$ cat config.mk
export PLATFORM = sky130hd
export DESIGN_NAME = two_axis_pid_stepper_rate_core
export DESIGN_NICKNAME = d
export VERILOG_FILES = /design/src/rtl/tpsr_pkg.sv /design/src/rtl/two_axis_pid_stepper_rate_core.sv
export SDC_FILE = /design/constraint.sdc
export NUM_CORES = 1
export LEC_CHECK = 0
export BUFFER_PORTS_ARGS = -buffer_cell sky130_fd_sc_hd__buf_2
export CAP_MARGIN = 20
export CORE_MARGIN = 8
export CORE_UTILIZATION = 60
export CTS_CLUSTER_DIAMETER = 200
export DETAILED_ROUTE_END_ITERATION = 12
export PLACE_DENSITY = 0.86
export SETUP_SLACK_MARGIN = 0.02
export SYNTH_ARGS = -nofsm -noshare
export SYNTH_HDL_FRONTEND = slang
export SYNTH_SLANG_ARGS = --single-unit
$ cat constraint.sdc
create_clock -name clk -period 9.4 [get_ports clk]
set_clock_uncertainty 0.05 [all_clocks]
set_input_delay 1.41 -clock clk [delete_from_list [all_inputs] [get_ports clk]]
set_output_delay 1.41 -clock clk [all_outputs]
set_load 0.005 [all_outputs]
$ cat src/rtl/tpsr_pkg.sv
// Package for the two-axis PID stepper-rate core: register codes, reset values,
// field widths and the stepper timing constants.
// No dependencies; imported by two_axis_pid_stepper_rate_core.
`timescale 1ns / 1ps

package tpsr_pkg;

	// Default coordinate width.
	localparam int COORD_BITS_DEF = 8;

	// Configuration port.
	localparam int CFG_IDX_W  = 3;
	localparam int CFG_DATA_W = 16;

	// Register indexes.
	localparam logic [CFG_IDX_W-1:0] REG_AIM_X    = 3'd0;
	localparam logic [CFG_IDX_W-1:0] REG_AIM_Y    = 3'd1;
	localparam logic [CFG_IDX_W-1:0] REG_GAIN_P   = 3'd2;
	localparam logic [CFG_IDX_W-1:0] REG_GAIN_I   = 3'd3;
	localparam logic [CFG_IDX_W-1:0] REG_GAIN_D   = 3'd4;
	localparam logic [CFG_IDX_W-1:0] REG_INT_LIM  = 3'd5;
	localparam logic [CFG_IDX_W-1:0] REG_OUT_LIM  = 3'd6;

	// Register widths.
	localparam int GAIN_W = 10;
	localparam int ILIM_W = 12;
	localparam int OLIM_W = 15;

	// Reset values.
	localparam int AIM_X_RST            = 75;
	localparam int AIM_Y_RST            = 60;
	localparam logic [GAIN_W-1:0] GAIN_P_RST = 10'd400;
	localparam logic [GAIN_W-1:0] GAIN_I_RST = 10'd4;
	localparam logic [GAIN_W-1:0] GAIN_D_RST = 10'd0;
	localparam logic [ILIM_W-1:0] ILIM_RST   = 12'd100;
	localparam logic [OLIM_W-1:0] OLIM_RST   = 15'd9500;

	// Internal widths.
	localparam int ACC_W   = 13;  // clamped integral
	localparam int DRIVE_W = 16;
	localparam int MAG_W   = 15;
	localparam int PRE_W   = 14;

	// Stepper timing.
	localparam int STEP_CLOCK   = 1000000;
	localparam int PRESCALE_MAX = 10000;
	localparam int NEAR_LIMIT   = 6;

endpackage

$ cat src/rtl/two_axis_pid_stepper_rate_core.sv
// Two-axis PID stepper-rate core: spot error, clamped PID drive and stepper
// prescaler per axis, computed by one shared multiplier and a radix-2 divider.
// Depends on tpsr_pkg.
`timescale 1ns / 1ps

// Usage
//   s_axis carries one spot position per item: tdata = {spot_y, spot_x}.
//   m_axis returns one result item per input item (field list at the port).
//   cfg_* writes register cfg_index with cfg_data; cfg_ready is always high.
//   Write registers only while the core is idle with no result pending.
// Sequencing
//   An item runs the two axes one after the other through a small sequencer:
//   error/integral step, three multiply-accumulate steps on the single shared
//   multiplier, drive clamp, then 14 restoring-division steps when the drive
//   magnitude is 100 or more, and one update step; the output step follows
//   the y axis. The item is taken in the idle state, and the divider's
//   bit-serial loop is the longest part of the sequence.
//   s_axis_tready is high only while the sequencer is idle.
// Reset
//   arst_n clears integrals, previous errors, held direction and prescaler and
//   loads the default gains, limits and aim point.
// Stall
//   A finished result sits in the output register; the next item is accepted
//   at once, and its result waits in the last step until the slot frees up.

module two_axis_pid_stepper_rate_core #(
	parameter int COORD_BITS = tpsr_pkg::COORD_BITS_DEF
) (
	input  logic clk,
	input  logic arst_n,
	input  logic s_axis_tvalid,
	output logic s_axis_tready,
	// [COORD_BITS-1:0] spot_x, [2*COORD_BITS-1:COORD_BITS] spot_y, zero pad
	input  logic [((2*COORD_BITS+7)/8)*8-1:0] s_axis_tdata,
	output logic m_axis_tvalid,
	input  logic m_axis_tready,
	// from bit 0: error_x, error_y (COORD_BITS+1 each), drive_x, drive_y (16 each),
	// dir_x, dir_y, stop_x, stop_y, prescale_x, prescale_y (14 each), on_target, pad
	output logic [((2*COORD_BITS+67+7)/8)*8-1:0] m_axis_tdata,
	input  logic cfg_valid,
	output logic cfg_ready,
	input  logic [tpsr_pkg::CFG_IDX_W-1:0] cfg_index,
	input  logic [tpsr_pkg::CFG_DATA_W-1:0] cfg_data
);
	import tpsr_pkg::*;

	localparam int EW      = COORD_BITS + 1;
	localparam int AW      = ((EW > ACC_W) ? EW : ACC_W) + 1;
	localparam int MW      = ((EW + 1 > ACC_W) ? EW + 1 : ACC_W);
	localparam int PW      = MW + GAIN_W + 1;
	localparam int SW      = MW + GAIN_W + 3;
	localparam int OUT_RAW = 2 * EW + 2 * DRIVE_W + 4 + 2 * PRE_W + 1;
	localparam int OUT_W   = ((OUT_RAW + 7) / 8) * 8;
	localparam int OUT_PAD = OUT_W - OUT_RAW;
	localparam int SAT_MAG = STEP_CLOCK / (PRESCALE_MAX + 1);
	localparam int CNT_W   = $clog2(PRE_W);
	localparam logic [PRE_W-1:0] DIV_LOW  = PRE_W'(STEP_CLOCK);
	localparam logic [MAG_W-1:0] REM_INIT = MAG_W'(STEP_CLOCK >> PRE_W);
	localparam logic [CNT_W-1:0] CNT_TOP  = CNT_W'(PRE_W - 1);
	localparam logic [CNT_W-1:0] CNT_ZERO = '0;
	localparam logic [PRE_W-1:0] PRE_SAT  = PRE_W'(PRESCALE_MAX);
	localparam logic [MAG_W-1:0] MAG_SAT  = MAG_W'(SAT_MAG);
	localparam logic signed [EW-1:0] NEAR_POS = EW'(NEAR_LIMIT);
	localparam logic signed [EW-1:0] NEAR_NEG = -EW'(NEAR_LIMIT);

	// sequencer states
	localparam logic [3:0] ST_IDLE  = 4'd0;
	localparam logic [3:0] ST_ERR   = 4'd1;
	localparam logic [3:0] ST_MP    = 4'd2;
	localparam logic [3:0] ST_MD    = 4'd3;
	localparam logic [3:0] ST_MI    = 4'd4;
	localparam logic [3:0] ST_CLAMP = 4'd5;
	localparam logic [3:0] ST_DIV   = 4'd6;
	localparam logic [3:0] ST_NEXT  = 4'd7;
	localparam logic [3:0] ST_OUT   = 4'd8;

	// configuration registers
	logic [COORD_BITS-1:0] aim_x_q, aim_y_q;
	logic [GAIN_W-1:0]     gain_p_q, gain_i_q, gain_d_q;
	logic [ILIM_W-1:0]     ilim_q;
	logic [OLIM_W-1:0]     olim_q;

	// per-axis state, entry 0 is x, entry 1 is y
	logic signed [ACC_W-1:0]   accum_q [2];
	logic signed [EW-1:0]      prev_q [2];
	logic                      held_dir_q [2];
	logic [PRE_W-1:0]          held_pre_q [2];
	logic signed [DRIVE_W-1:0] drive_q [2];

	logic [3:0]              state_q;
	logic                    axis_q;
	logic [COORD_BITS-1:0]   spot_x_q, spot_y_q;
	logic signed [EW:0]      diff_q;
	logic signed [SW-1:0]    sum_q;
	logic [MAG_W-1:0]        mag_q;
	logic [MAG_W-1:0]        rem_q;
	logic [PRE_W-1:0]        quo_q;
	logic [CNT_W-1:0]        cnt_q;
	logic                    m_tvalid_q;
	logic [OUT_W-1:0]        m_tdata_q;

	// error and integral step
	logic [COORD_BITS-1:0]   spot_sel, aim_sel;
	logic signed [EW-1:0]    err_c;
	logic signed [AW-1:0]    acc_raw, lim_ext;
	logic signed [ACC_W-1:0] acc_c;
	logic signed [EW:0]      diff_c;

	// shared multiplier
	logic [GAIN_W-1:0]       mul_gain;
	logic signed [MW-1:0]    mul_b;
	logic signed [PW-1:0]    prod_c;

	// drive clamp
	logic signed [SW-1:0]      olim_ext;
	logic signed [DRIVE_W-1:0] olim_s, drive_c, mag_full;

	// divider step
	logic [MAG_W:0] trial_c;
	logic           ge_c;

	logic signed [EW-1:0] err_x_out, err_y_out;
	logic                 near_c, out_free;

	assign s_axis_tready = (state_q == ST_IDLE);
	assign cfg_ready     = 1'b1;
	assign m_axis_tvalid = m_tvalid_q;
	assign m_axis_tdata  = m_tdata_q;
	assign out_free      = !m_tvalid_q || m_axis_tready;

	always_comb begin
		spot_sel = axis_q ? spot_y_q : spot_x_q;
		aim_sel  = axis_q ? aim_y_q : aim_x_q;
		err_c    = $signed({1'b0, spot_sel}) - $signed({1'b0, aim_sel});
		lim_ext  = AW'($signed({1'b0, ilim_q}));
		acc_raw  = AW'(accum_q[axis_q]) + AW'(err_c);
		if (acc_raw > lim_ext) begin
			acc_c = ACC_W'(lim_ext);
		end else if (acc_raw < -lim_ext) begin
			acc_c = ACC_W'(-lim_ext);
		end else begin
			acc_c = ACC_W'(acc_raw);
		end
		diff_c = (EW + 1)'(err_c) - (EW + 1)'(prev_q[axis_q]);
	end

	always_comb begin
		case (state_q)
			ST_MP: begin
				mul_gain = gain_p_q;
				mul_b    = MW'(prev_q[axis_q]);
			end
			ST_MD: begin
				mul_gain = gain_d_q;
				mul_b    = MW'(diff_q);
			end
			default: begin
				mul_gain = gain_i_q;
				mul_b    = MW'(accum_q[axis_q]);
			end
		endcase
		prod_c = $signed({1'b0, mul_gain}) * mul_b;
	end

	always_comb begin
		olim_s   = $signed({1'b0, olim_q});
		olim_ext = SW'(olim_s);
		if (sum_q > olim_ext) begin
			drive_c = olim_s;
		end else if (sum_q < -olim_ext) begin
			drive_c = -olim_s;
		end else begin
			drive_c = DRIVE_W'(sum_q);
		end
		mag_full = (drive_c < 0) ? -drive_c : drive_c;
	end

	assign trial_c = {rem_q, DIV_LOW[cnt_q]};
	assign ge_c    = (trial_c >= {1'b0, mag_q});

	assign err_x_out = prev_q[0];
	assign err_y_out = prev_q[1];
	assign near_c    = (err_x_out < NEAR_POS) && (err_x_out > NEAR_NEG)
		&& (err_y_out < NEAR_POS) && (err_y_out > NEAR_NEG);

	// configuration writes
	always_ff @(posedge clk or negedge arst_n) begin
		if (!arst_n) begin
			aim_x_q  <= COORD_BITS'(AIM_X_RST);
			aim_y_q  <= COORD_BITS'(AIM_Y_RST);
			gain_p_q <= GAIN_P_RST;
			gain_i_q <= GAIN_I_RST;
			gain_d_q <= GAIN_D_RST;
			ilim_q   <= ILIM_RST;
			olim_q   <= OLIM_RST;
		end else if (cfg_valid) begin
			case (cfg_index)
				REG_AIM_X:   aim_x_q  <= cfg_data[COORD_BITS-1:0];
				REG_AIM_Y:   aim_y_q  <= cfg_data[COORD_BITS-1:0];
				REG_GAIN_P:  gain_p_q <= cfg_data[GAIN_W-1:0];
				REG_GAIN_I:  gain_i_q <= cfg_data[GAIN_W-1:0];
				REG_GAIN_D:  gain_d_q <= cfg_data[GAIN_W-1:0];
				REG_INT_LIM: ilim_q   <= cfg_data[ILIM_W-1:0];
				REG_OUT_LIM: olim_q   <= cfg_data[OLIM_W-1:0];
				default: ;
			endcase
		end
	end

	// sequencer and axis state
	always_ff @(posedge clk or negedge arst_n) begin
		if (!arst_n) begin
			state_q       <= ST_IDLE;
			axis_q        <= 1'b0;
			m_tvalid_q    <= 1'b0;
			accum_q[0]    <= '0;
			accum_q[1]    <= '0;
			prev_q[0]     <= '0;
			prev_q[1]     <= '0;
			held_dir_q[0] <= 1'b0;
			held_dir_q[1] <= 1'b0;
			held_pre_q[0] <= '0;
			held_pre_q[1] <= '0;
		end else begin
			// raise valid out of the output step, drop it once the item is taken
			if (state_q == ST_OUT && out_free) begin
				m_tvalid_q <= 1'b1;
			end else if (m_axis_tready) begin
				m_tvalid_q <= 1'b0;
			end
			case (state_q)
				ST_IDLE: begin
					if (s_axis_tvalid) begin
						axis_q  <= 1'b0;
						state_q <= ST_ERR;
					end
				end
				ST_ERR: begin
					// the new error replaces the previous one once the difference is taken
					accum_q[axis_q] <= acc_c;
					prev_q[axis_q]  <= err_c;
					state_q         <= ST_MP;
				end
				ST_MP:    state_q <= ST_MD;
				ST_MD:    state_q <= ST_MI;
				ST_MI:    state_q <= ST_CLAMP;
				ST_CLAMP: begin
					if (drive_c == 0) begin
						state_q <= ST_NEXT;
					end else if (mag_full[MAG_W-1:0] <= MAG_SAT) begin
						state_q <= ST_NEXT;
					end else begin
						state_q <= ST_DIV;
					end
				end
				ST_DIV: begin
					if (cnt_q == CNT_ZERO) begin
						state_q <= ST_NEXT;
					end
				end
				ST_NEXT: begin
					// hold direction and prescaler across a zero drive
					if (drive_q[axis_q] != 0) begin
						held_pre_q[axis_q] <= quo_q;
						held_dir_q[axis_q] <= (drive_q[axis_q] > 0) ^ axis_q;
					end
					if (axis_q) begin
						state_q <= ST_OUT;
					end else begin
						axis_q  <= 1'b1;
						state_q <= ST_ERR;
					end
				end
				ST_OUT: begin
					if (out_free) begin
						state_q <= ST_IDLE;
					end
				end
				default: state_q <= ST_IDLE;
			endcase
		end
	end

	// datapath registers
	always_ff @(posedge clk) begin
		if (state_q == ST_IDLE && s_axis_tvalid) begin
			spot_x_q <= s_axis_tdata[COORD_BITS-1:0];
			spot_y_q <= s_axis_tdata[2*COORD_BITS-1:COORD_BITS];
		end
		if (state_q == ST_ERR) begin
			diff_q <= diff_c;
		end
		if (state_q == ST_MP) begin
			sum_q <= SW'(prod_c);
		end else if (state_q == ST_MD || state_q == ST_MI) begin
			sum_q <= sum_q + SW'(prod_c);
		end
		if (state_q == ST_CLAMP) begin
			drive_q[axis_q] <= drive_c;
			mag_q           <= mag_full[MAG_W-1:0];
			rem_q           <= REM_INIT;
			cnt_q           <= CNT_TOP;
			quo_q           <= PRE_SAT;
		end
		if (state_q == ST_DIV) begin
			rem_q <= ge_c ? MAG_W'(trial_c - {1'b0, mag_q}) : trial_c[MAG_W-1:0];
			quo_q <= {quo_q[PRE_W-2:0], ge_c};
			cnt_q <= cnt_q - 1'b1;
		end
		if (state_q == ST_OUT && out_free) begin
			m_tdata_q <= {{OUT_PAD{1'b0}}, near_c, held_pre_q[1], held_pre_q[0],
				(drive_q[1] == 0), (drive_q[0] == 0), held_dir_q[1], held_dir_q[0],
				drive_q[1], drive_q[0], err_y_out, err_x_out};
		end
	end

	// an accepted item always starts with the x-axis error step
	a_start: assert property (@(posedge clk) disable iff (!arst_n)
		(s_axis_tvalid && s_axis_tready) |=> (state_q == ST_ERR && !axis_q))
		else $error("item accepted without starting the x axis");

	// divider only runs on magnitudes whose quotient fits the prescaler
	a_div_range: assert property (@(posedge clk) disable iff (!arst_n)
		(state_q == ST_DIV) |-> (mag_q > MAG_SAT && rem_q < mag_q))
		else $error("divider operands out of range");

	// held prescaler never exceeds the saturation value
	a_pre_max: assert property (@(posedge clk) disable iff (!arst_n)
		(held_pre_q[0] <= PRE_SAT) && (held_pre_q[1] <= PRE_SAT))
		else $error("held prescaler above saturation");

	// a result appears only out of the output step
	a_out_src: assert property (@(posedge clk) disable iff (!arst_n)
		$rose(m_axis_tvalid) |-> $past(state_q == ST_OUT))
		else $error("result raised outside the output step");

endmodule
---- After elaboration in Yosys (flattened, before gate mapping) ----
Memories as Yosys holds them, arrays and structs flattened. A register that Yosys moved wholly into a read port is not among the register bits.
Index checks and enable logic that the tools add are counted.
cells by class
  add/sub/neg operators ................... 10
  multipliers ............................. 1
  order comparisons ....................... 15
  eq/ne operators ......................... 17
  muxes and demuxes ....................... 51
  bitwise logic cells ..................... 2
  reductions and logical operators ........ 30
operator list
  cell                count
  $logic_not 32->1    3
  $mux 13             6
  $mux 15             4
  $mux 26             2
  $mux 14             3
  $mux 9              4
  $pmux 4 s9          1
  $mux 16             2
  $reduce_bool 32->1  1
  $bwmux 28           1
  $mux 4              7
  $add 26x24->26      1
  $bwmux 26           1
  $gt 26x16->1        1
  $lt 26x26->1        1
  $neg 15->26         1
  $pmux 13 s2         1
  $mul 11x13->24      1
  $pmux 10 s2         1
  $bwmux 18           1
  $gt 9x4->1 const B  2
  $lt 9x4->1 const B  2
  $reduce_and 2->1    9
  $eq 4x3->1 const B  4
  41 further kinds    66
word-level totals
  flip-flop bits (word level) ............. 336
  RAM bits ................................ 32
  ROM bits ................................ 16
  input port bits ......................... 40
  output and inout bits ................... 91
  word-level logic and storage cells ...... 155
  memories ................................ 2
memory list
  name             words  bits a word  rd ports  clocked after Yosys merged registers in  wr ports  RTL line                               text
  drive_q          2      16           3         0                                        1         two_axis_pid_stepper_rate_core.sv:88   logic signed [DRIVE_W-1:0] drive_q [2];
  (no name shown)  16     1            1         1                                        0         two_axis_pid_stepper_rate_core.sv:178  assign trial_c = {rem_q, DIV_LOW[cnt_q]};

---- Longest topological paths before layout ----
Gate-level depths: netlist of run 1.
  depth after elaboration ................. 10
  depth in mapped cells ................... 38
  mapped depth without buffers ............ 35

---- Least setup slack after synthesis of run 1 ----
Ideal clock, no wire load.
  kind .................................... register -> register
  from .................................... reg axis_q
  to ...................................... reg sum_q[25] (data pin)
  setup time .............................. 273 ps
  arrival time ............................ 7936 ps
  path slack .............................. 1141 ps
  cell stages (with the launch flop) ...... 35
  buffers on the path ..................... 2
  cell sequence ........................... dfrtp_1 > clkbuf_1 > clkbuf_1 > mux2i_1 > nand2_1 > a211o_1 > o21ai_0 > nor2_1 > fa_1 > inv_1 > fa_1 > inv_1 > fa_1 > fa_1 > inv_1 > fa_1 > inv_1 > ha_1 > a21oi_1 > o21ai_0 > a211oi_1 > o21ai_0 > a31oi_1 > xnor2_1 > ha_1 > and3_1 > nand3_1 > nand2_1 > a41o_1 > o211ai_1 > a21boi_0 > o21ai_0 > nor4b_1 > a211o_1 > xor2_1
between the ends
  word-level cells in the longest chain between the ends .. 9
RTL lines
  element                                                                RTL line                                                                      text
  start, declared                                                        two_axis_pid_stepper_rate_core.sv:91                                          logic axis_q;
  start signal, assigned                                                 two_axis_pid_stepper_rate_core.sv:214                                         axis_q <= 1'b0;
  start signal, assigned                                                 two_axis_pid_stepper_rate_core.sv:234                                         axis_q <= 1'b0;
  start signal, assigned                                                 two_axis_pid_stepper_rate_core.sv:270                                         axis_q <= 1'b1;
  $not 1->2 (implied by the code) (*)                                    two_axis_pid_stepper_rate_core.sv:151, two_axis_pid_stepper_rate_core.sv:159
  $mux 13 (implied by the code) or $mux 9 (tied branches) (3 in series)  two_axis_pid_stepper_rate_core.sv:159, two_axis_pid_stepper_rate_core.sv:151
  $pmux 13 s2 (*)                                                        two_axis_pid_stepper_rate_core.sv:148                                         case (state_q)
  $mul 11x13->24 (*)                                                     two_axis_pid_stepper_rate_core.sv:162                                         prod_c = $signed({1'b0, mul_gain}) * mul_b;
  $add 26x24->26                                                         two_axis_pid_stepper_rate_core.sv:296                                         sum_q <= sum_q + SW'(prod_c);
  $mux 26                                                                two_axis_pid_stepper_rate_core.sv:295                                         end else if (state_q == ST_MD || state_q == ST_MI) begin
  $mux 26 (*)                                                            two_axis_pid_stepper_rate_core.sv:293                                         if (state_q == ST_MP) begin
  end signal, assigned                                                   two_axis_pid_stepper_rate_core.sv:294                                         sum_q <= SW'(prod_c);
  end signal, assigned                                                   two_axis_pid_stepper_rate_core.sv:296
  end, declared                                                          two_axis_pid_stepper_rate_core.sv:94                                          logic signed [SW-1:0] sum_q;
Every way passes the cells marked *; elsewhere a longest branch is shown, timed or not. The select of a mux whose other input is x is not followed.
A chain may end at the register's enable or synchronous reset.

---- Worst setup path in the final report of run 1 ----
  from .................................... reg state_q[2]
  to ...................................... reg sum_q[25] (data pin)
between the ends
  word-level cells in the longest chain between the ends .. 6
RTL lines
  element                                     RTL line                                                                      text
  start, declared                             two_axis_pid_stepper_rate_core.sv:90                                          logic [3:0] state_q;
  start signal, assigned                      two_axis_pid_stepper_rate_core.sv:213                                         state_q <= ST_IDLE;
  start signal, assigned                      two_axis_pid_stepper_rate_core.sv:235                                         state_q <= ST_ERR;
  start signal, assigned                      two_axis_pid_stepper_rate_core.sv:242                                         state_q <= ST_MP;
  $eq 4x2->1, on equally long branches        two_axis_pid_stepper_rate_core.sv:148, two_axis_pid_stepper_rate_core.sv:293
  $pmux 10 s2 or $pmux 13 s2 (tied branches)  two_axis_pid_stepper_rate_core.sv:148
  $mul 11x13->24                              two_axis_pid_stepper_rate_core.sv:162
  $add 26x24->26                              two_axis_pid_stepper_rate_core.sv:296
  $mux 26                                     two_axis_pid_stepper_rate_core.sv:295
  $mux 26 (*)                                 two_axis_pid_stepper_rate_core.sv:293
Marks and branches as above.

==> results of run 1 <==
==> how the worst min path moves through the flow <==
stage	end	cells past startpoint	start	slack, ns
final	m_axis_tdata[73]	0	held_pre_q[5]	0.40
after global routing	m_axis_tdata[23]	0	drive_q[0][5]	0.41
after CTS	m_axis_tdata[55]	0	held_pre_q[15]	0.40
after detailed placement	m_axis_tdata[55]	0	held_pre_q[15]	0.38
after global placement	m_axis_tdata[75]	0	held_pre_q[7]	0.38
after floorplan	m_axis_tdata[54]	0	held_pre_q[14]	0.37
==> routing by layer <==
layer / track usage [%] / vias up / wire length [microns]
met3: 4.13 / 188 / 4160
met2: 41.4 / 775 / 29700
met5: 0 / - / 12
met1: 29.4 / 9085 / 23400
li1: - / 8355 / -
met4: 11.4 / 2 / 2650
==> worst max-delay path: cells and delay by family (launching register included) <==
family	cells	cell delay, ns
buffers and inverters	4	0.48
XOR/XNOR	2	0.30
adder cells (fa/ha/maj)	7	3.06
flip-flops	1	0.46
AND/OR/NAND/NOR	7	1.08
AO/OA/AOI/OAI	13	3.23
==> Yosys cell counts, types with 3 or more instances <==
cell type	number
buf_4	6
buf_1	7
o31ai_1	10
and4_1	4
xnor2_1	82
or2_2	6
o311ai_0	3
o31ai_2	4
nand3_1	25
o41ai_1	3
nor2b_1	21
fa_1	126
nor2_1	179
nand2b_1	34
a21oi_1	120
xor2_1	34
nand3b_1	4
a31oi_1	15
dfstp_2	21
edfxtp_1	215
o211ai_1	11
clkbuf_1	57
nand2_1	153
a211o_1	8
o21ai_0	83
o21ai_1	7
a21o_1	38
a2111oi_0	5
and2_1	9
nor4_1	14
a211oi_1	9
a21boi_0	6
nand4b_1	6
or3_1	4
mux2i_1	44
inv_1	276
ha_1	197
dfrtp_1	132
o21bai_1	16
o211a_1	5
and3_1	25
mux2_2	168
o21a_1	25
nor3_1	39
nand4_1	24
==> cells by family after synthesis <==
kind of cell    count (synthesis)  share of synthesized area [%]
compound gates                394                           10.1
xor+xnor                      116                           4.02
fa+ha+maj                     323                           19.8
buf+inv                       349                           5.32
flops                         369                           40.9
mux                           212                           9.24
other cells                     2                         0.0297
simple gates                  561                           10.6
==> through the flow <==
step | setup slack (ns) | cell area, sq um | hold slack [ns] | setup TNS [ns]
floorplan | 1.14 | 25300 | 0.369 | 0
global placement | 0.633 | 26500 | 0.376 | 0
detailed placement | 0.329 | 26500 | 0.382 | 0
CTS | 0.245 | 27900 | 0.396 | 0
global route | -0.0297 | 27900 | 0.413 | -0.0297
finish | 0.451 | 27900 | 0.402 | 0
==> sequential cells by signal (all words and copies together), names as in the netlist, 2 cells and up <==
register and flops:
state_q 4, m_axis_tdata 83, gain_p_q 10, held_dir_q 2, olim_q 15, diff_q 10
mag_q 15, err_y_out 9, gain_i_q 10, held_pre_q 28, sum_q 26, quo_q 14
ilim_q 12, rem_q 15, spot_x_q 8, accum_q 26, drive_q 32, gain_d_q 10
aim_x_q 8, err_x_out 9, cnt_q 4, aim_y_q 8, spot_y_q 8
==> cell type report <==
type                       instances  area, sq um
clock inverter                    22          319
multi-input combinational       1612        13600
clock buffer                      48         1020
tap                              539          674
inverter                         276         1040
timing repair buffer             160          931
sequential                       369        10300
fill                            2859        13800
==> repair_timing <==
item                       4_1_cts  5_1_grt
setup endpoints to repair        0        2
setup buffers                    0        0
gates resized for setup          0        5
==> results.py, run 1 <==
metrics = {
    "route": {
        "antenna_left": 0,
        "post_drt_wl_per_cell_microns": 19.8,
        "dr.pass1.iters": 5,
        "drc": 0,
        "drtIter0Drc": 1614,
        "via_per_inst": 6.08,
        "wl_microns": 59900,
        "vias": 18400,
    },
    "timing": {
        "max_freq_mhz": 112,
        "setup_viol": 0,
        "timing.final.crit_share_pct": 95.2,
        "worst_pin_slew_ns": 1.01,
        "fin_crit_ns": 8.95,
        "slew_headroom_pct": 32.1,
        "hold_viol": 0,
        "drv_slew": 0,
    },
    "global_routing": {
        "grt_max_degree": 87,
        "grt_pass1_wl_microns": 97500,
        "grt_overflow_total": 0,
        "antenna_found_initial": 1,
        "grt.total_usage_pct": 24.1,
        "first_global_vias": 19100,
    },
    "final_layout": {
        "insertedDiodeCount": 0,
        "layout_commonest_cell": "inv_1",
        "synthToLayoutAreaGrowth_pct": 10.7,
        "layout_common_cells": "inv_1 (276), edfxtp_1 (215), ha_1 (197)",
        "final_util_pct": 66.9,
        "fin_nets": 2820,
        "instances_no_fill": 3026,
        "drive_above_1_share_pct": 17.7,
    },
    "setup_path": {
        "crit_path_frequent_cell": "fa_1",
        "endpoint": "sum_q[25]",
        "rrSetupSlack_ns": 0.45,
        "slowest_delay_ns": 0.55,
        "r2r-end": "sum_q[25]",
        "rr_startpoint": "state_q[2]",
        "startpoint": "state_q[2]",
        "crit_slowest_cell": "fa_1",
        "r2r_cells": 33,
        "end_kind": "register",
        "cp.arrival_ns": 9.17,
        "path_class": "register to register",
        "crit_required_ns": 9.62,
        "crit_fanout": 49,
        "startpoint_type": "register",
    },
    "floorplanning": {
        "num_rows": 75,
        "die_area_sq_mm": 0.0489,
        "die_y_microns": 221,
        "ioPinCount": 131,
        "initial_core_util_pct": 60.5,
        "die_w_microns": 221,
        "core_sq_mm": 0.0418,
    },
    "cts": {
        "cts_inserted_buffers": 38,
        "cts.htree.levels": 2,
        "cts_root_buf": "clkbuf_16",
        "clock_latency_ns": 0.54,
        "hold_buffers": 0,
        "cts.sink_count": 369,
        "cts_tree": "built",
        "clk_path_buf_depth": 3,
        "path_clk_slew_ns": 0.06,
    },
    "yosys": {
        "synth_edf_count": 215,
        "synth_top_area_share_pct": 25.6,
        "synth_area_leaders": "edfxtp_1 (26%), dfrtp_1 (13%), fa_1 (10%)",
        "yosysSeqAreaShare_pct": 40.9,
        "synthArstFlopShare_pct": 41.5,
        "synth_cell_type_count": 79,
        "yosys.area.top_type": "edfxtp_1",
        "synth_ff_type": "edfxtp_1",
        "ys.warnings.count": 0,
        "netlist_instances": 2326,
        "syn-cell-area_sq_mm": 0.0253,
        "synth-seq-cells": 369,
        "synth_area_per_cell_sq_um": 10.9,
    },
    "placed_design": {
        "gp_congestion": 0.902,
        "port_buffers": 123,
        "dpl.hpwl_microns": 44400,
        "dp.cells": 2954,
    },
    "hold_path": {
        "hold_path.class": "register to register",
    },
    "job": {
        "drv_cap": 0,
    },
    "status": {
        "status": "finished clean",
    },
}
Power of run 1 is left out: the tool's default activity adds up to more than one toggle a clock period on the data nets, which glitch-free logic cannot reach.
==> run 2: changes to the inputs <==
- CORE_MARGIN: 8 -> 4
- MAX_ROUTING_LAYER: not set -> met4
==> run 2 against run 1 <==
Compared with the run above: cell count hardly changed; non-clock buffer count up 2; critical endpoint unchanged; global-route usage is 3.1 points higher; sequential share of layout area grew 0.082 points; critical path depth increased by 2; die area decreased by 7.1%.
==> results.py, run 2 (synthesis gave the netlist of run 1 again) <==
metrics = {
    "status": {
        "status": "finished clean",
    },
    "setup_path": {
        "slowest_delay_ns": 0.53,
        "r2r-end": "sum_q[25]",
        "crit_required_ns": 9.64,
        "rr_startpoint": "state_q[2]",
        "r2r_cells": 35,
        "cp.arrival_ns": 9.04,
        "crit_fanout": 41,
        "end_kind": "register",
        "startpoint_type": "register",
        "path_class": "register to register",
        "crit_slowest_cell": "fa_1",
        "rrSetupSlack_ns": 0.60,
        "crit_path_frequent_cell": "fa_1",
    },
    "floorplanning": {
        "die_w_microns": 213,
        "die_area_sq_mm": 0.0454,
        "num_rows": 74,
        "initial_core_util_pct": 61.3,
        "core_sq_mm": 0.0412,
        "die_y_microns": 213,
        "ioPinCount": 131,
    },
    "route": {
        "dr.pass1.iters": 5,
        "vias": 18400,
        "drc": 0,
        "post_drt_wl_per_cell_microns": 19.9,
        "wl_microns": 60300,
        "antenna_left": 0,
        "via_per_inst": 6.08,
        "drtIter0Drc": 1730,
    },
    "cts": {
        "cts.sink_count": 369,
        "cts_root_buf": "clkbuf_16",
        "cts_inserted_buffers": 39,
        "hold_buffers": 0,
        "cts.htree.levels": 2,
        "path_clk_slew_ns": 0.06,
        "clk_path_buf_depth": 3,
        "cts_tree": "built",
        "clock_latency_ns": 0.55,
    },
    "global_routing": {
        "grt_overflow_total": 0,
        "grt.total_usage_pct": 27.2,
        "grt_max_degree": 78,
        "antenna_found_initial": 0,
        "first_global_vias": 18800,
        "grt_pass1_wl_microns": 96700,
    },
    "final_layout": {
        "drive_above_1_share_pct": 17.6,
        "layout_commonest_cell": "inv_1",
        "layout_common_cells": "inv_1 (276), edfxtp_1 (215), ha_1 (197)",
        "synthToLayoutAreaGrowth_pct": 10.4,
        "largest_reg_flops": 83,
        "fin_nets": 2823,
    },
    "timing": {
        "max_freq_mhz": 114,
        "worst_pin_slew_ns": 1.07,
        "setup_viol": 0,
        "rsz0062_at_grt": "no",
        "tns_ns": 0,
        "finalWorstSetupSlack_ns": 0.603,
        "drv_slew": 0,
        "timing.final.crit_share_pct": 93.6,
        "hold_viol": 0,
        "slew_headroom_pct": 28.5,
        "whs_ns": 0.390,
        "fin_crit_ns": 8.80,
    },
    "placed_design": {
        "post-place-ws_ns": 0.315,
        "port_buffers": 123,
        "dpl.hpwl_microns": 44500,
        "gp_congestion": 0.923,
    },
    "job": {
        "drv_cap": 0,
    },
    "hold_path": {
        "min_from": "held_pre_q[14]",
        "min_to": "m_axis_tdata[54]",
        "hold_path.class": "register to register",
        "whs_path_depth": 0,
    },
}
==> run 2: worst max path at each step <==
stage / start / end / slack, ns
6_report: state_q[2] / sum_q[25] / 0.60
4_1_cts: axis_q / sum_q[25] / 0.27
2_1_floorplan: axis_q / sum_q[25] / 1.14
5_1_grt: state_q[2] / sum_q[25] / 0.08
3_3_place_gp: axis_q / sum_q[25] / 0.66
3_5_place_dp: axis_q / sum_q[25] / 0.32
==> run 2: repair_timing <==
action                     in CTS  in global routing
setup buffers                   0                  1
resized for setup               0                  7
setup endpoints to repair       0                  2
==> run 2: metal layers <==
| metal | share of wire, % | up-vias | wire length, microns | GRT usage, % |
|---|---|---|---|---|
| met5 | 0 | - | 0 | - |
| met4 | 3.9 | 0 | 2330 | 9.58 |
| met3 | 6.7 | 180 | 4050 | 3.45 |
| met2 | 50 | 754 | 30000 | 45.3 |
| met1 | 40 | 9102 | 23900 | 34.7 |
| li1 | - | 8354 | - | - |
==> run 2: per-stage QoR <==
stage,instances,instance area (sq um),util (%)
after CTS,3020,27800,67.5
final,3023,27900,67.7
after global placement,2947,26500,64.4
after detailed placement,2949,26600,64.5
after global routing,3022,27900,67.7
after floorplan,2330,25300,-
==> run 2: cell type report <==
type                            instances  area, sq um
Multi-Input combinational cell       1612        13600
Fill cell                            2821        13300
Sequential cell                       369        10300
Clock buffer                           51         1050
Inverter                              276         1040
Timing Repair Buffer                  162          958
Tap cell                              532          666
Clock inverter                         20          199
Antenna cell                            1         2.50
==> run 2: worst max-delay path: cells and delay by family (launching register included) <==
kind	cells	cell delay, ns
adder cells (fa/ha/maj)	7	3.16
AO/OA/AOI/OAI	13	2.90
AND/OR/NAND/NOR	7	0.83
buffers and inverters	6	0.79
XOR/XNOR	2	0.31
flip-flops	1	0.46
Power of run 2 is left out for the same reason.
